<file path="src/sv/cff_pkg.sv">
// Shared types, constants and helper function of the connection flood filter.
package cff_pkg;

    localparam int unsigned TABLE_ENTRIES_DEF = 512;

    localparam int unsigned ADDR_W  = 32;
    localparam int unsigned TIME_W  = 32;
    localparam int unsigned SCORE_W = 24;
    localparam int unsigned COUNT_W = 8;
    localparam int unsigned EXP_W   = 16;
    localparam int unsigned LIMIT_W = 12;
    localparam int unsigned CLIM_W  = 8;
    localparam int unsigned STEP_W  = 8;

    // Decay numerator is score * 20, divisor is age + 15 (age never exceeds 16 bits).
    localparam int unsigned NUM_W        = SCORE_W + 5;
    localparam int unsigned DEN_W        = EXP_W + 1;
    localparam int unsigned DECAY_NUM    = 20;
    localparam int unsigned DECAY_OFFSET = 15;

    localparam logic [SCORE_W-1:0] SCORE_MAX = '1;
    localparam logic [COUNT_W-1:0] COUNT_MAX = '1;

    localparam logic [EXP_W-1:0]   EXPIRY_RST      = EXP_W'(300);
    localparam logic [LIMIT_W-1:0] SCORE_LIMIT_RST = LIMIT_W'(100);
    localparam logic [CLIM_W-1:0]  COUNT_LIMIT_RST = CLIM_W'(7);
    localparam logic [STEP_W-1:0]  SCORE_STEP_RST  = STEP_W'(30);

    localparam int unsigned PADDR_W = 4;
    localparam logic [1:0] REG_EXPIRY      = 2'd0;
    localparam logic [1:0] REG_SCORE_LIMIT = 2'd1;
    localparam logic [1:0] REG_COUNT_LIMIT = 2'd2;
    localparam logic [1:0] REG_SCORE_STEP  = 2'd3;

    typedef struct packed {
        logic [ADDR_W-1:0]  addr;
        logic [TIME_W-1:0]  stamp;
        logic [SCORE_W-1:0] score;
        logic [COUNT_W-1:0] count;
    } cff_entry_t;

    typedef struct packed {
        logic [EXP_W-1:0]   expiry;
        logic [LIMIT_W-1:0] score_limit;
        logic [CLIM_W-1:0]  count_limit;
        logic [STEP_W-1:0]  score_step;
    } cff_cfg_t;

    function automatic logic is_blocked(input logic [SCORE_W-1:0] score,
                                        input logic [COUNT_W-1:0] count,
                                        input cff_cfg_t cfg);
        logic [SCORE_W-1:0] lim;
        lim = {{(SCORE_W-LIMIT_W-8){1'b0}}, cfg.score_limit, 8'h00};
        return (score > lim) && (count > cfg.count_limit);
    endfunction

endpackage

</file>
<file path="src/sv/cff_div.sv">
// Restoring divider for the score decay, one quotient bit per cycle.
module cff_div (
    input  logic                      aclk,
    input  logic                      aresetn,
    input  logic                      start,
    input  logic [cff_pkg::NUM_W-1:0] num,
    input  logic [cff_pkg::DEN_W-1:0] den,
    output logic [cff_pkg::NUM_W-1:0] quo,
    output logic                      done
);
    import cff_pkg::*;

    localparam int unsigned CNT_W = $clog2(NUM_W + 1);

    logic [CNT_W-1:0] cnt_reg;
    logic             busy_reg;
    logic             done_reg;
    logic [NUM_W-1:0] num_reg;
    logic [NUM_W-1:0] quo_reg;
    logic [DEN_W-1:0] den_reg;
    logic [DEN_W-1:0] rem_reg;
    logic [DEN_W:0]   trial;
    logic             fits;

    assign trial = {rem_reg, num_reg[NUM_W-1]};
    assign fits  = trial >= {1'b0, den_reg};

    always_ff @(posedge aclk) begin
        if (!aresetn) begin
            busy_reg <= 1'b0;
            done_reg <= 1'b0;
            cnt_reg  <= '0;
        end else begin
            done_reg <= 1'b0;
            if (start) begin
                busy_reg <= 1'b1;
                cnt_reg  <= '0;
                num_reg  <= num;
                den_reg  <= den;
                rem_reg  <= '0;
                quo_reg  <= '0;
            end else if (busy_reg) begin
                num_reg <= {num_reg[NUM_W-2:0], 1'b0};
                if (fits) begin
                    rem_reg <= DEN_W'(trial - {1'b0, den_reg});
                end else begin
                    rem_reg <= trial[DEN_W-1:0];
                end
                quo_reg <= {quo_reg[NUM_W-2:0], fits};
                cnt_reg <= cnt_reg + CNT_W'(1);
                if (cnt_reg == CNT_W'(NUM_W - 1)) begin
                    busy_reg <= 1'b0;
                    done_reg <= 1'b1;
                end
            end
        end
    end

    assign quo  = quo_reg;
    assign done = done_reg;

endmodule

</file>
<file path="config.mk">
export PLATFORM = sky130hd
export DESIGN_NAME = cff_div
export DESIGN_NICKNAME = d
export VERILOG_FILES = /design/src/sv/cff_pkg.sv /design/src/sv/cff_div.sv
export SDC_FILE = /design/constraint.sdc
export NUM_CORES = 1
export LEC_CHECK = 0
export BUFFER_PORTS_ARGS = -buffer_cell sky130_fd_sc_hd__buf_2
export CORE_AREA = 8 8 99 101
export CTS_CLUSTER_DIAMETER = 150
export DETAILED_ROUTE_END_ITERATION = 10
export DIE_AREA = 0 0 107 109
export PLACE_DENSITY_LB_ADDON = 0.05
export SYNTH_ARGS = -nofsm -noshare
export SYNTH_HDL_FRONTEND = slang
export SYNTH_SLANG_ARGS = --single-unit
</file>
<file path="constraint.sdc">
create_clock -name aclk -period 8.7 [get_ports aclk]
set_input_delay 1.305 -clock aclk [delete_from_list [all_inputs] [get_ports aclk]]
set_output_delay 1.305 -clock aclk [all_outputs]
set_load 0.02 [all_outputs]
</file>
==> Implementation_results.wiki <==
{| class="wikitable"
! Metric !! Value
|-
| Number of antenna violations at the first check in global routing || 0
|-
| Fraction of the cycle the final worst path needs || 37.6%
|-
| Actual slew at the worst max-slew pin || between 1 and 1.5 ns
|-
| Detailed placer's ending HPWL || 6460 um
|-
| Count of hold buffers inserted by post-cts repair || 0
|-
| Global-route wire length before repair || 15500 um
|-
| Worst-Skew Late Latency || 0.36 ns
|-
| Max stage delay cell, worst path || sky130_fd_sc_hd__nand3_1
|-
| H-tree levels || 3
|-
| Maximum resistive drop on vdd || roughly 140 uV
|-
| Most area-hungry cell type in the Yosys netlist || sky130_fd_sc_hd__edfxtp_1
|-
| Crit path cell chain || inv_1, ha_1, inv_1, fa_1, a21o_1, a221o_1, o311ai_1, nand3_1, nor2_1, a211oi_2
|-
| Primary FF master, synth || sky130_fd_sc_hd__edfxtp_1
|-
| TritonCTS clock tree || done
|-
| Seq/Total Area, Yosys || 59.7%
|-
| Total placed instance area || 0.00532 mm2
|-
| Vias in the first global route || approximately 3300
|-
| Detailed-route vias per instance || 5.48
|-
| Register-to-register path setup slack || between 5 and 6 ns
|-
| Maximum buffer depth of the clock tree || 2
|-
| Aggregate routed wire length || 9380 um
|-
| Area growth syn-to-layout || 13.6%
|-
| Reg2Reg Capture Point || rem_reg[2]
|-
| Area of the die || ~0.012 mm2
|-
| Number of enable-type register cells in the synthesized netlist || 92
|-
| Run status || complete, no violations
|-
| Worst path max stage delay || 0.63 ns
|-
| Violation count after the first detailed-routing iteration || ~170
|-
| Wirelength per Cell || about 16 um
|-
| Portion of synthesized cell area occupied by the leading cell type || 56.8%
|-
| DRT antenna net count || 0
|-
| Fraction of the core area covered by cells at the end of the flow || 65.9%
|-
| Leftover overflow at the end of global routing || 0
|-
| Post-route setup TNS || 0 ns
|-
| Most common cell on crit path || sky130_fd_sc_hd__inv_1
|-
| Critical Path Sink Type || flop
|-
| Post-layout instance area || 0.00553 mm2
|-
| Async SR Flop Fraction || 0%
|-
| Clock skew || 0.0153 ns
|-
| Num CTS Buffers || 9
|-
| Gate count after technology mapping || 390
|-
| Final slew viol count || 0
|-
| Final net count || 534
|-
| Class of the most critical setup path || reg2reg
|-
| RD Place Congestion || slightly above 0.8
|-
| Avg Synthesized Cell Area || 12.5 um2
|-
| Cell Rows || 34
|-
| Number of maximum-capacitance violations || 0
|-
| Die Wd || around 110 um
|-
| Maximum number of pins on one net before global-route repair || 77
|-
| Detailed-routing iteration count for the pre-antenna-repair pass || 4
|-
| Setup repair bufs after CTS || 0
|-
| Starting utilization of the core area || 58.0%
|-
| Worst setup SP type || flop
|-
| Final setup violation count || 0
|-
| End of the worst hold path || cnt_reg[4]
|-
| Global-route usage over all layers || 16.6%
|-
| Placeable Area || ~0.0084 mm2
|-
| Synthesized netlist net count || 459
|-
| Fmax || about 0.3 GHz
|-
| Class of the most critical hold timing path || reg2reg
|-
| Critical-path maximum fanout || 17
|-
| Die boundary height || around 110 um
|-
| Synthesis warning total || 0
|-
| Unrepaired setup endpoints after global routing || no
|-
| Min cycle time layout || 3.27 ns
|-
| Rel. slew slack || 30.7%
|-
| Power per standard cell area || 197 mW/mm2
|-
| Most used standard cells in the synthesized netlist || sky130_fd_sc_hd__edfxtp_1, sky130_fd_sc_hd__nand2_1, sky130_fd_sc_hd__a21oi_1, sky130_fd_sc_hd__nor2b_1, sky130_fd_sc_hd__mux2_2
|-
| Start point of the worst min-delay path || cnt_reg[4]
|-
| Cell depth of the worst flop-to-flop path || 10
|-
| Cell with the most instances after synthesis || sky130_fd_sc_hd__edfxtp_1
|-
| Critical path data arrival time || about 3.3 ns
|-
| Number of sinks on the clock net || 99
|-
| Reg-to-reg critical path startpoint || num_reg[28]
|-
| Required time of the worst setup path || 8.77 ns
|-
| Unique cell type count in the Yosys netlist || 49
|-
| I/O pin count || 79
|-
| Number of hold violations in the final report || 0
|-
| Leak || 2.18 nW
|-
| Hold path cells || 2
|-
| Vias after detailed routing || 3170
|-
| Buf+Inv Stages, Crit Path || 2
|-
| Number of remaining DRC errors || 0
|-
| Fraction of layout instances using a drive strength above 1 || 27.2%
|-
| Root buffer cell || sky130_fd_sc_hd__clkbuf_8
|-
| Clock transition at the registers of the reported paths || 0.10 ns
|-
| Buffers added on ports || between 70 and 80
|-
| Crit path max-delay family || simple AND/OR/NAND/NOR gates
|-
| Resize count post-CTS || 0
|-
| Count of state elements after synthesis || 99
|-
| Antenna cell count || 0
|-
| Post-Syn Area || between 0.004 and 0.005 mm2
|-
| Top area cells in the synthesized netlist || sky130_fd_sc_hd__edfxtp_1, sky130_fd_sc_hd__mux2_2, sky130_fd_sc_hd__ha_1, sky130_fd_sc_hd__nor2b_1, sky130_fd_sc_hd__a21oi_1
|}
## cell usage in the layout (no fill, tap or decap), drive strengths merged, types with 2 or more instances in the layout
cell type / instances
a21o: 4
edfxtp: 92
o211ai: 3
a311o: 2
inv: 26
nor3: 4
ha: 19
a31oi: 2
o21ai: 11
xnor2: 7
a211oi: 4
or4: 2
and3: 3
nand3: 5
a221oi: 2
nor2b: 29
clkinv: 3
nand2: 33
and2: 4
xor2: 5
a22oi: 2
a21oi: 33
nand4: 6
a211o: 3
buf: 79
mux2: 28
nor3b: 2
clkbuf: 9
dfxtp: 7
nand2b: 3
nor2: 18
or3: 3
o21a: 2
## worst max-delay path by stage
stage                      startpoint           to  slack, ns  depth (start not counted)
final                     num_reg[28]   rem_reg[2]       5.43                         10
after global routing      num_reg[28]   rem_reg[2]       5.17                         10
after CTS                 num_reg[28]   rem_reg[2]       5.43                         10
after detailed placement  num_reg[28]   rem_reg[2]       5.46                         10
after global placement    num_reg[28]  rem_reg[14]       5.55                         10
after floorplan                 start   num_reg[0]       4.66                          3
## per-stage QoR
step	worst slack [ns]	hold slack, ns	std cells	power, mW
finish	5.43	0.532	578	1.09
detailed placement	5.46	0.492	562	0.792
CTS	5.43	0.530	578	1.10
global placement	5.55	0.495	562	0.788
floorplan	4.66	0.472	390	0.743
global route	5.17	0.555	578	1.14
## routing by layer
| metal | vias to the layer above | GRT usage, % | wire length (um) |
|---|---|---|---|
| met5 | - | 0 | 0 |
| met1 | 1498 | 20.8 | 4190 |
| li1 | 1585 | - | - |
| met3 | 10 | 4.02 | 539 |
| met2 | 77 | 27.0 | 4510 |
| met4 | 0 | 6.83 | 137 |
## final cells by class
class                      instances  area, um2
sequential                        99       2900
multi-input combinational        252       1790
clock buffer                       9        124
tap                              108        135
inverter                          24       90.1
clock inverter                     7       86.3
timing repair buffer              79        398
fill                             653       2860
## cells by family after synthesis
kind of cell               synth area share (%)
xor gates and xnor gates                   2.16
muxes                                      6.69
adders and majority gates                  5.30
AOI/OAI and AO/OA                          10.0
and+or+nand+nor                            12.5
DFF                                        59.7
buffers and inverters                      3.65
## where the power goes
group	internal [mW]	total, mW	switching (mW)
logic	0.0850	0.208	0.123
clock network	0.138	0.308	0.170
registers	0.561	0.574	0.0132
total	0.784	1.09	0.306
## tightest hold or removal path, stage by stage (launching register included)
cell	delay (ns)
sky130_fd_sc_hd__dfxtp_1	0.35
sky130_fd_sc_hd__xor2_1	0.07
sky130_fd_sc_hd__nor2_1	0.08
No activity file was read; power rests on OpenSTA's default activity.
