==> src/sv/cff_pkg.sv <==
// Shared types, constants and helper function of the connection flood filter.
package cff_pkg;

    localparam int unsigned TABLE_ENTRIES_DEF = 512;

    localparam int unsigned ADDR_W  = 32;
    localparam int unsigned TIME_W  = 32;
    localparam int unsigned SCORE_W = 24;
    localparam int unsigned COUNT_W = 8;
    localparam int unsigned EXP_W   = 16;
    localparam int unsigned LIMIT_W = 12;
    localparam int unsigned CLIM_W  = 8;
    localparam int unsigned STEP_W  = 8;

    // Decay numerator is score * 20, divisor is age + 15 (age never exceeds 16 bits).
    localparam int unsigned NUM_W        = SCORE_W + 5;
    localparam int unsigned DEN_W        = EXP_W + 1;
    localparam int unsigned DECAY_NUM    = 20;
    localparam int unsigned DECAY_OFFSET = 15;

    localparam logic [SCORE_W-1:0] SCORE_MAX = '1;
    localparam logic [COUNT_W-1:0] COUNT_MAX = '1;

    localparam logic [EXP_W-1:0]   EXPIRY_RST      = EXP_W'(300);
    localparam logic [LIMIT_W-1:0] SCORE_LIMIT_RST = LIMIT_W'(100);
    localparam logic [CLIM_W-1:0]  COUNT_LIMIT_RST = CLIM_W'(7);
    localparam logic [STEP_W-1:0]  SCORE_STEP_RST  = STEP_W'(30);

    localparam int unsigned PADDR_W = 4;
    localparam logic [1:0] REG_EXPIRY      = 2'd0;
    localparam logic [1:0] REG_SCORE_LIMIT = 2'd1;
    localparam logic [1:0] REG_COUNT_LIMIT = 2'd2;
    localparam logic [1:0] REG_SCORE_STEP  = 2'd3;

    typedef struct packed {
        logic [ADDR_W-1:0]  addr;
        logic [TIME_W-1:0]  stamp;
        logic [SCORE_W-1:0] score;
        logic [COUNT_W-1:0] count;
    } cff_entry_t;

    typedef struct packed {
        logic [EXP_W-1:0]   expiry;
        logic [LIMIT_W-1:0] score_limit;
        logic [CLIM_W-1:0]  count_limit;
        logic [STEP_W-1:0]  score_step;
    } cff_cfg_t;

    function automatic logic is_blocked(input logic [SCORE_W-1:0] score,
                                        input logic [COUNT_W-1:0] count,
                                        input cff_cfg_t cfg);
        logic [SCORE_W-1:0] lim;
        lim = {{(SCORE_W-LIMIT_W-8){1'b0}}, cfg.score_limit, 8'h00};
        return (score > lim) && (count > cfg.count_limit);
    endfunction

endpackage

==> src/sv/cff_regs.sv <==
// Configuration registers behind the APB-style port.
module cff_regs (
    input  logic                        aclk,
    input  logic                        aresetn,
    input  logic                        psel,
    input  logic                        penable,
    input  logic                        pwrite,
    input  logic [cff_pkg::PADDR_W-1:0] paddr,
    input  logic [31:0]                 pwdata,
    output logic [31:0]                 prdata,
    output logic                        pready,
    output cff_pkg::cff_cfg_t           cfg
);
    import cff_pkg::*;

    cff_cfg_t cfg_reg;
    logic     wr_en;

    assign pready = 1'b1;
    assign wr_en  = psel && penable && pwrite;

    always_ff @(posedge aclk) begin
        if (!aresetn) begin
            cfg_reg.expiry      <= EXPIRY_RST;
            cfg_reg.score_limit <= SCORE_LIMIT_RST;
            cfg_reg.count_limit <= COUNT_LIMIT_RST;
            cfg_reg.score_step  <= SCORE_STEP_RST;
        end else if (wr_en) begin
            unique case (paddr[3:2])
                REG_EXPIRY:      cfg_reg.expiry      <= pwdata[EXP_W-1:0];
                REG_SCORE_LIMIT: cfg_reg.score_limit <= pwdata[LIMIT_W-1:0];
                REG_COUNT_LIMIT: cfg_reg.count_limit <= pwdata[CLIM_W-1:0];
                REG_SCORE_STEP:  cfg_reg.score_step  <= pwdata[STEP_W-1:0];
                default: ;
            endcase
        end
    end

    always_comb begin
        unique case (paddr[3:2])
            REG_EXPIRY:      prdata = 32'(cfg_reg.expiry);
            REG_SCORE_LIMIT: prdata = 32'(cfg_reg.score_limit);
            REG_COUNT_LIMIT: prdata = 32'(cfg_reg.count_limit);
            REG_SCORE_STEP:  prdata = 32'(cfg_reg.score_step);
            default:         prdata = '0;
        endcase
    end

    assign cfg = cfg_reg;

endmodule

==> config.mk <==
export PLATFORM = sky130hd
export DESIGN_NAME = cff_regs
export DESIGN_NICKNAME = d
export VERILOG_FILES = /design/src/sv/cff_pkg.sv /design/src/sv/cff_regs.sv
export SDC_FILE = /design/constraint.sdc
export NUM_CORES = 1
export LEC_CHECK = 0
export ABC_AREA = 0
export BUFFER_PORTS_ARGS = -buffer_cell sky130_fd_sc_hd__buf_2
export CAP_MARGIN = 20
export CORE_MARGIN = 2
export CORE_UTILIZATION = 35
export CTS_BUF_LIST = sky130_fd_sc_hd__clkbuf_8
export CTS_CLUSTER_SIZE = 40
export DETAILED_ROUTE_END_ITERATION = 8
export HOLD_SLACK_MARGIN = 0.1
export PLACE_DENSITY = 0.74
export SLEW_MARGIN = 10
export SYNTH_ARGS = -nofsm -noshare
export SYNTH_HDL_FRONTEND = slang
export SYNTH_SLANG_ARGS = --single-unit
==> constraint.sdc <==
create_clock -name aclk -period 1.03 [get_ports aclk]
set_input_delay 0.103 -clock aclk [delete_from_list [all_inputs] [get_ports aclk]]
set_output_delay 0.103 -clock aclk [all_outputs]
set_load 0.005 [all_outputs]
==> impl.org, run 1 <==
** Synth
- Proportion of synthesized chip area in sequential cells :: 0.403
- Number of standard cells after synthesis :: 220
- Post-Syn Area :: 0.00218 mm²
- In this run, synthesis produced a sequential element count of 44.
- Syn Area/Cell :: 9.93 µm²
- Synthesis Warnings :: 0
- Number of library cell types mapped by synthesis :: 22

** Place
- Post-DP HPWL :: 3.96 mm
- Pre-CTS setup slack :: -0.0679 ns
- At the end of routability-driven placement, the weighted congestion stood at 0.730.
- After detailed placement, the design holds a cell count of 391.
- Port buffering added 82 buffers.

** Clock network
- Clock-pin slew was measured on the worst setup and hold paths at 0.08 ns.
- Skew-Pair Late Insertion Delay :: 0.29 ns
- TritonCTS buffer count :: 5
- TritonCTS built the clock tree.
- The longest clock path from root to sink contains 2 buffers.
- The root buffer cell chosen for the clock tree is sky130_fd_sc_hd__clkbuf_8.
- CTS built an H-tree with a depth of 2.
- The clock drives 44 sinks.

** Timing
- Fmax achieved :: 747 MHz
- The number of hold violations in the final report is 0.
- The clock arrives with 0 ns of skew.
- RSZ-0062 raised after global routing :: yes
- Final critical delay including setup and external delays :: 1.34 ns
- Final period util :: 1.30
- Hold slack :: 0.117 ns
- After layout, the worst setup slack is -0.309 ns.
- Setup violations remaining at the end of the flow were counted as 8.
- Fin. max-slew vios :: 0

** Routing
- Detail Route Antenna Nets :: 0
- Initial detailed-routing violation count :: 81
- Via count :: 1898
- For this run, design rule violations remaining after detail routing come to 0.
- Detailed-router iteration count before antenna repair :: 4
- Dividing the detail-routed wire length by the instance count gives 12.7 µm.
- Number of vias per cell after detailed routing :: 4.46
- Wirelength, routed :: 5.42 mm

** Worst setup path
- The critical path in this run is classified as reg2out.
- For the worst setup path, the data required time is 0.93 ns.
- Setup slack on the worst reg-to-reg path comes out at 0.17 ns.
- Of all nets on the critical path, the largest fanout is 2.
- WP data arrival :: 1.24 ns
- Kind of start point of the critical path :: register
- The worst setup path is captured at an output port.

** Global route
- Number of global-route vias before repair :: 1896
- Across every metal layer, demand over resource in global routing totals 0.160.
- Overall overflow remaining after global route :: 0
- The first global-routing pass estimated 9.03 mm of wire.
- Largest net degree at the start of global routing :: 38
- The number of antenna violations at the first check in global routing was 0.

** Finish
- Total inserted antenna cells :: 0
- From synthesis to final layout, the design area changed by 45.1%.
- Commonest non-fill, non-tap cells in the layout :: 81 x sky130_fd_sc_hd__buf_2, 46 x sky130_fd_sc_hd__nand2_1, 44 x sky130_fd_sc_hd__mux2i_1
- Util after Layout :: 0.529
- The multi-input combinational cells in the finished layout cover a total of 0.00112 mm².
- Area of all sequential standard cells :: 913 µm²
- Number of nets in the layout :: 392
- The layout has 560 filler cells.
- Max FFs per register :: 44
- Fraction of layout cells with a size suffix above 1 :: 0.490
- Leaving out fill and tap cells, the most frequent cell in the layout is sky130_fd_sc_hd__buf_2.
- Final cell count without fillers :: 426

** Die
- DIE AREA :: 0.00689 mm²
- For this configuration, the core starts out at a cell density of 0.365.
- The region available for standard cell placement spans 0.00599 mm².
- Chip Height :: 83.0 µm
- Die width :: 83.0 µm
- Top-level I/O count :: 118
- Rows :: 28

** Flow run
- Across the run, the number of max-cap violations was 0.

** Power and ir drop
- Worst vdd rail ir drop :: 0.645 mV
- The analysis attributes to cell leakage a power of 1.54 nW.
- Cell Pwr Density :: 1020 mW/mm²

** Status
- Run status :: complete, but fails checks
- Violated checks :: negative setup slack

** Worst hold path
- Worst min path class :: in2reg
==> synth_stat cells <==
cell type	count	area (µm²)
sky130_fd_sc_hd__and3_4	1	11.3
sky130_fd_sc_hd__buf_6	2	22.5
sky130_fd_sc_hd__buf_2	4	20.0
sky130_fd_sc_hd__and2_1	5	31.3
sky130_fd_sc_hd__o211ai_1	1	7.51
sky130_fd_sc_hd__nor2b_1	17	106
sky130_fd_sc_hd__dfxtp_1	44	881
sky130_fd_sc_hd__nor2_1	4	15.0
sky130_fd_sc_hd__nor2_4	1	11.3
sky130_fd_sc_hd__a21oi_1	6	30.0
sky130_fd_sc_hd__mux4_2	8	180
sky130_fd_sc_hd__mux2i_1	44	440
sky130_fd_sc_hd__buf_4	20	150
sky130_fd_sc_hd__nand3_1	1	5.00
sky130_fd_sc_hd__clkbuf_1	6	22.5
sky130_fd_sc_hd__buf_12	1	20.0
sky130_fd_sc_hd__nand3_2	1	10.0
sky130_fd_sc_hd__nand2_1	46	173
sky130_fd_sc_hd__conb_1	2	7.51
sky130_fd_sc_hd__and3b_1	2	17.5
sky130_fd_sc_hd__inv_1	1	3.75
sky130_fd_sc_hd__nand2b_1	3	18.8
==> critical path, cell delays in order, from the launching register on <==
cell and delay, ns:
sky130_fd_sc_hd__dfxtp_2 0.32, sky130_fd_sc_hd__mux4_2 0.47, sky130_fd_sc_hd__buf_2 0.14
==> area by class of cell <==
type / count / area share
clock buffer: 5 / 0.0217
clock inverter: 2 / 0.00395
inverter: 1 / 0.00118
multi-input combinational: 157 / 0.354
sequential: 44 / 0.288
tap: 75 / 0.0296
timing repair buffer: 142 / 0.302
==> report_power, final <==
part	internal, mW	leakage, nW	switching [mW]
sequential	1.72	0.360	0.0128
clock	0.460	0.0400	0.596
combinational	0.248	1.14	0.204
==> cells by family (layout without fill, tap and decap cells) <==
| kind of cell | after synthesis | count (layout) | synth area share |
|---|---|---|---|
| compound gates | 7 | 7 | 0.0172 |
| buf+inv | 34 | 150 | 0.109 |
| flops | 44 | 44 | 0.403 |
| mux | 52 | 52 | 0.284 |
| other cells | 2 | 17 | 0.00344 |
| simple gates | 81 | 81 | 0.183 |
==> metrics by stage <==
stage	instance area [µm²]	TNS (ns)	power (mW)
after floorplan	2250	0	2.04
after global placement	2800	-1.31	2.16
after detailed placement	2800	-1.64	2.17
after CTS	3150	-2.41	3.30
after global routing	3170	-2.86	3.41
final	3170	-2.34	3.25
==> timing repair <==
action | in CTS | in global routing
hold endpoints to repair | 23 | 0
gates resized for setup | 18 | 10
setup buffers | 14 | 0
endpoints found under the setup margin | 11 | 14
hold buffers | 14 | 0
==> per-layer routing <==
metal | routed length [µm] | part of all wire | track usage
met1 | 2490 | 0.46 | 0.206
met2 | 2590 | 0.48 | 0.266
met3 | 303 | 0.056 | 0.0437
met5 | 0 | 0 | 0
met4 | 40 | 0.0074 | 0.0358
==> worst paths after layout <==
path / end / from / cells past startpoint
worst max-delay path: prdata[0] / cfg[0] / 2
worst min-delay path: cfg[2] / pwdata[2] / 3
worst max register to register: cfg[30] / cfg[30] / 4
worst min register to register: cfg[11] / cfg[11] / 2
Note: power is estimated with default switching activity, not from simulation.
==> inputs of run 2 (changes only) <==
--- a/config.mk
+++ b/config.mk
@@ -14,7 +14,7 @@
 export CTS_CLUSTER_SIZE = 40
 export DETAILED_ROUTE_END_ITERATION = 8
 export HOLD_SLACK_MARGIN = 0.1
-export PLACE_DENSITY = 0.74
+export PLACE_DENSITY = 0.71
 export SLEW_MARGIN = 10
 export SYNTH_ARGS = -nofsm -noshare
 export SYNTH_HDL_FRONTEND = slang
==> constraint.sdc (replaced) <==
create_clock -name aclk -period 1.5 [get_ports aclk]
set_input_delay 0.15 -clock aclk [delete_from_list [all_inputs] [get_ports aclk]]
set_output_delay 0.15 -clock aclk [all_outputs]
set_load 0.005 [all_outputs]
==> impl.org, run 2 (synthesis gave the netlist of run 1 again) <==
** Status
- Run status :: complete, no violations

** Clock network
- TritonCTS clock tree :: done
- Clock Sinks :: 44 (unchanged)
- Clock buffer depth :: 2 (unchanged)
- Clock-pin transition on the worst setup and hold timing paths :: 0.08 ns (about the same)
- The clock latency of the later-clocked register in the worst-skew pair is 0.29 ns (about the same).
- In this run the clock root is driven by a sky130_fd_sc_hd__clkbuf_8.
- TritonCTS buffer count :: 5 (unchanged)
- H-tree lvl count :: 2 (unchanged)

** Die
- DIE AREA :: 0.00689 mm² (unchanged)
- Top-level I/O count :: 118 (unchanged)
- Chip Height :: 83.0 µm (unchanged)
- The area inside the core boundary was 0.00599 mm² (unchanged).
- Starting Density :: 0.365 (unchanged)
- Die width :: 83.0 µm (unchanged)
- Rows :: 28 (unchanged)

** Worst hold path
- Worst min path class :: in2reg
- Hold Path Cell Cnt :: 3 (unchanged)

** Worst setup path
- Crit path max fanout :: 3 (+1)
- The required time at the endpoint of the critical path was 1.35 ns (+0.42 ns).
- The cell depth of the worst flop-to-flop path came to 3 (-1).
- WP buf/inv :: 1 (unchanged)
- The cell count along the critical path was 2 (unchanged).
- Crit end category :: output port
- CP cell instances :: mux4_2 -> buf_2
- In this design, the largest share of critical-path delay is due to multiplexers.
- Crit path kind :: reg2out
- Slowest stage delay, CP :: 0.47 ns (about the same)
- For this design, the slowest cell found on the critical path is sky130_fd_sc_hd__mux4_2.
- WP data arrival :: 1.24 ns (about the same)
- Kind of start point of the critical path :: register

** Place
- The area after detailed placement is 0.00263 mm² (-6.0%).
- Pre-CTS setup slack :: 0.0237 ns (+0.0916 ns)
- The routability congestion estimate came to 0.728 (-0.29%).
- Port-buffer cells :: 82 (unchanged)
- The cell count after placement was 372 (-4.9%).
- Post-DP HPWL :: 3.88 mm (-2.0%)

** Finish
- The number of standard cells in the final layout excluding fillers was 384 (-9.9%).
- The number of diodes added for antenna fixing is 0 (unchanged).
- Fraction of layout cells with a size suffix above 1 :: 0.369 (-0.121)
- The area of all placed cells without fillers is 0.00276 mm² (-13%).
- Max FFs per register :: 44 (unchanged)
- Number of nets in the layout :: 349 (-11%)
- The library cell used most frequently in the layout, excluding fill and tap cells, is sky130_fd_sc_hd__buf_2.
- The end-of-flow core utilization was 0.461 (-0.0683).
- Commonest non-fill, non-tap cells in the layout :: 82 x sky130_fd_sc_hd__buf_2, 46 x sky130_fd_sc_hd__nand2_1, 44 x sky130_fd_sc_hd__mux2i_1, 44 x sky130_fd_sc_hd__dfxtp_1
- Relative area change from synthesis to final layout :: 26.3%

** Global route
- Largest net degree at the start of global routing :: 35 (-7.9%)
- The number of antenna violations at the first check in global routing came to 0 (unchanged).
- The number of global-route vias before repair was 1801 (-5.0%).
- Overall overflow remaining after global route :: 0 (unchanged)
- Tot GR Track Use :: 0.155 (-0.00463)
- First-pass GRT wire length :: 8.67 mm (-4.1%)

** Power and ir drop
- The power density over the cells came to 790 mW/mm² (-23%).
- The static leakage was 1.32 nW (-14%).
- Power consumption :: 2.18 mW (-33%)
- Worst vdd rail ir drop :: 0.371 mV (-43%)

** Timing
- Final hold violation count :: 0 (unchanged)
- The smallest setup slack after layout is 0.111 ns (+0.419 ns).
- Derived from the worst setup path, the maximum achievable clock frequency is 720 MHz.
- Transition time at the pin with the least slew margin :: 0.813 ns
- Fin. max-slew vios :: 0 (unchanged)
- The final setup skew was 0 ns (unchanged).
- After layout, the minimum clock period comes to 1.39 ns.
- Final setup violation count :: 0 (-8)
- Headroom to the max-slew limit :: 0.458
- Hold slack :: 0.114 ns (-0.00323 ns)
- Setup TNS Final :: 0 ns (+2.34 ns)
- Setup repair after global routing left no endpoint under its margin.
- Final period util :: 0.926

** Routing
- The final antenna-violating net count came to 0 (unchanged).
- The number of optimization iterations in the first detailed-route pass is 4 (unchanged).
- The remaining design rule violation count is 0 (unchanged).
- Wirelength, routed :: 5.22 mm (-3.7%)
- The routed via count is 1777 (-6.4%).
- Number of vias per cell after detailed routing :: 4.63 (+3.9%)
- The detailed-route wire length per cell came to 13.6 µm (+6.9%).
- The count of routing violations after the opening detailed-route iteration is 76 (-6.2%).

** Flow run
- Max-cap violation count :: 0 (unchanged)
-- run 2: layout make-up --
class	count	area (µm²)
inverters	1	3.75
well taps	75	93.8
flip-flops and latches	44	881
multi-input cells	157	1120
clock inverters	3	18.8
repair buffers	99	573
fillers	602	3230
clock buffers	5	68.8
-- run 2: what timing repair did --
item / 4_1_cts / 5_1_grt
buffers inserted: 0 / 0
endpoints found under the hold margin: 4 / 0
hold buffers: 4 / 0
endpoints found under the setup margin: 0 / 0
gates resized for setup: 0 / 0
-- run 2: final timing paths --
path	startpoint	endpoint	slack (ns)
max	cfg[2]	prdata[2]	0.11
min	pwdata[9]	cfg[25]	0.11
max reg2reg	cfg[31]	cfg[31]	0.76
min reg2reg	cfg[43]	cfg[43]	0.47
-- run 2: where the power goes --
group,internal [mW],switching [mW]
Sequential,1.18,0.0107
Clock,0.325,0.405
Combinational,0.126,0.130
-- run 2: routing by layer --
| metal | vias to the layer above | track usage | part of all wire |
|---|---|---|---|
| li1 | 874 | - | - |
| met1 | 834 | 0.185 | 0.44 |
| met2 | 61 | 0.262 | 0.48 |
| met3 | 8 | 0.0467 | 0.062 |
| met4 | 0 | 0.0566 | 0.015 |
| met5 | - | 0 | 0 |
-- run 2: worst min-delay path: cells and delay by family --
kind          cells  cell delay, ns
buf+inv           1            0.09
mux               1            0.06
simple gates      1            0.06
==> inputs of run 3 (changes only) <==
--- a/config.mk
+++ b/config.mk
@@ -15,6 +15,7 @@
 export DETAILED_ROUTE_END_ITERATION = 8
 export HOLD_SLACK_MARGIN = 0.1
 export PLACE_DENSITY = 0.71
+export RECOVER_POWER = 100
 export SLEW_MARGIN = 10
 export SYNTH_ARGS = -nofsm -noshare
 export SYNTH_HDL_FRONTEND = slang
==> impl.org, run 3 (synthesis gave the netlist of run 1 again) <==
** Place
- The routability congestion estimate is 0.728 (unchanged).
- The count of input and output buffers came to 82 (unchanged).
- The cell count after placement is 372 (unchanged).
- Placed Area :: 0.00263 mm² (unchanged)
- Pre-CTS setup slack :: 0.0237 ns (unchanged)
- The detailed-placement wirelength estimate is 3.88 mm (unchanged).

** Routing
- Detailed-router iteration count before antenna repair :: 4 (unchanged)
- Wire length on met2 :: 2.54 mm (+0.67%)
- Initial detailed-routing violation count :: 72 (-5.3%)
- Remaining routing DRC violations :: 0 (unchanged)
- Wirelength, routed :: 5.25 mm (+0.50%)
- The met1 layer wirelength in the final routing was 2.33 mm (+1.0%).
- The detailed router used layers up to and including met4.
- The number of vias per cell was 4.61 (-0.39%).
- The routed via count was 1770 (-0.39%).
- The detailed-route wire length per cell was 13.7 µm (+0.50%).
- Total length of routed met3 wires :: 306 µm (-5.6%)
- Detail Route Antenna Nets :: 0 (unchanged)

** Die
- Starting Density :: 0.365 (unchanged)
- The vertical die dimension came to 83.0 µm (unchanged).
- The area inside the core boundary was 0.00599 mm² (unchanged).
- Die width :: 83.0 µm (unchanged)
- Rows :: 28 (unchanged)
- DIE AREA :: 0.00689 mm² (unchanged)
- Top-level I/O count :: 118 (unchanged)

** Finish
- Final cell count without fillers :: 384 (unchanged)
- Count of fill cells added during filler insertion :: 624 (+3.7%)
- Layout Cell Area excl Fill :: 0.00270 mm² (-2.1%)
- Leaving out fill and tap cells, the most frequent cell in the layout is sky130_fd_sc_hd__buf_2.
- The number of diodes added for antenna fixing came to 0 (unchanged).
- Util after Layout :: 0.451 (-0.00961)
- Number of nets in the layout :: 349 (unchanged)
- Commonest non-fill, non-tap cells in the layout :: 54 x sky130_fd_sc_hd__buf_2, 46 x sky130_fd_sc_hd__nand2_1, 44 x sky130_fd_sc_hd__mux2i_1, 44 x sky130_fd_sc_hd__dfxtp_1, 30 x sky130_fd_sc_hd__clkbuf_1
- The area taken by flip-flops and latches is 881 µm² (unchanged).
- The number of flip-flops in the largest register came to 44 (unchanged).
- Fraction of layout cells with a size suffix above 1 :: 0.269 (-0.100)
- Relative area change from synthesis to final layout :: 23.7%
- The area of combinational cells with multiple inputs is 0.00112 mm² (-0.45%).

** Global route
- The overall global routing resource usage came to 0.155 (unchanged).
- First-pass GRT wire length :: 8.67 mm (unchanged)
- Largest net degree at the start of global routing :: 35 (unchanged)
- Overall overflow remaining after global route :: 0 (unchanged)
- Number of antenna violations at the first check in global routing :: 0 (unchanged)
- The number of global-route vias before repair is 1801 (unchanged).

** Power and ir drop
- The static leakage was 1.23 nW (-7.4%).
- Cell Pwr Density :: 805 mW/mm² (+1.9%)
- The worst vdd rail ir drop was 0.369 mV (-0.35%).
- Power consumption :: 2.18 mW (-0.18%)

** Timing
- The highest achievable clock rate is 718 MHz (-0.22%).
- Headroom to the max-slew limit :: 0.459 (+0.00168)
- Final period util :: 0.928 (+0.00201)
- The smallest setup slack after layout came to 0.107 ns (-0.00301 ns).
- RSZ-0062 raised after global routing :: no
- The smallest hold slack was 0.111 ns (-0.00260 ns).
- The final critical path time including I/O delays and setup was 1.39 ns (+0.00301 ns).
- The transition at the pin with the smallest max-transition slack was 0.811 ns (-0.00252 ns).
- The number of pins with negative max-slew slack in the final report came to 0 (unchanged).
- Final hold violation count :: 0 (unchanged)
- Setup TNS Final :: 0 ns (unchanged)
- Final setup violation count :: 0 (unchanged)
- Worst clock skew on the final layout :: 0 ns (unchanged)

** Clock network
- The H-tree depth is 2 (unchanged).
- Clock Sinks :: 44 (unchanged)
- The clock-pin transition on the worst setup and hold timing paths was 0.08 ns (about the same).
- The maximum root-to-sink buffer count came to 2 (unchanged).
- The count of buffers added by post-CTS timing repair for setup is 0 (unchanged).
- The tree is rooted in a sky130_fd_sc_hd__clkbuf_8.
- The quantity of gates resized following cts came to 0 (unchanged).
- The clock latency of the later-clocked register in the worst-skew pair was 0.30 ns (about the same).
- TritonCTS buffer count :: 5 (unchanged)
- TritonCTS built the clock tree.

** Worst hold path
- Worst min path class :: in2reg
- Hold Path Cell Cnt :: 3 (unchanged)
- For hold timing, the worst endpoint is cfg[25].
- The startpoint identified for the worst hold timing path is pwdata[9].

** Worst setup path
- The worst setup path is captured at an output port.
- By startpoint and endpoint, the worst setup path is classified as reg2out.
- The cell depth of the worst flop-to-flop path was 3 (unchanged).
- The endpoint identified for the worst register-to-register timing path is cfg[31].
- Flop-to-flop setup slack :: 0.73 ns (-0.03 ns)
- The required time at the endpoint of the critical path came to 1.35 ns (about the same).
- WP data arrival :: 1.24 ns (about the same)
- Crit path max fanout :: 3 (unchanged)
- In this run the critical register-to-register path is launched from cfg[31].
- Kind of start point of the critical path :: register

** Flow run
- The count of maximum capacitance violations is 0 (unchanged).

** Status
- Run status :: complete, no violations
[run 3: repair_timing]
action,CTS,global route
hold buffers,4,0
endpoints found under the setup margin,0,0
hold endpoints to repair,4,0
[run 3: worst max-delay path: stages (launching register included)]
cell and delay, ns:
sky130_fd_sc_hd__dfxtp_1 0.33, sky130_fd_sc_hd__mux4_2 0.47, sky130_fd_sc_hd__buf_2 0.14
[run 3: how the worst max path moves through the flow]
stage / start / cells past startpoint / slack, ns / endpoint
after detailed placement: pwrite / 4 / 0.02 / cfg[20]
after CTS: cfg[5] / 2 / 0.1 / prdata[5]
after floorplan: paddr[2] / 3 / 0.29 / prdata[3]
after global routing: paddr[2] / 6 / 0.04 / cfg[41]
final: cfg[1] / 2 / 0.11 / prdata[1]
after global placement: paddr[3] / 3 / 0.04 / cfg[25]
[run 3: report_power, final]
| group | internal [mW] | switching [mW] |
|---|---|---|
| combinational | 0.119 | 0.130 |
| clock | 0.325 | 0.409 |
| sequential | 1.18 | 0.0110 |
| total | 1.63 | 0.550 |
[run 3: area by class of cell]
cell class,count,area share
inverters,1,0.00139
clock buffers,5,0.0255
flip-flops and latches,44,0.326
clock inverters,3,0.00694
well taps,75,0.0347
repair buffers,99,0.193
multi-input cells,157,0.413
[run 3: routing by layer]
metal  track usage  vias up
li1              -      871
met1         0.185      829
met2         0.262       62
met3        0.0467        8
met4        0.0566        0
met5             0        -
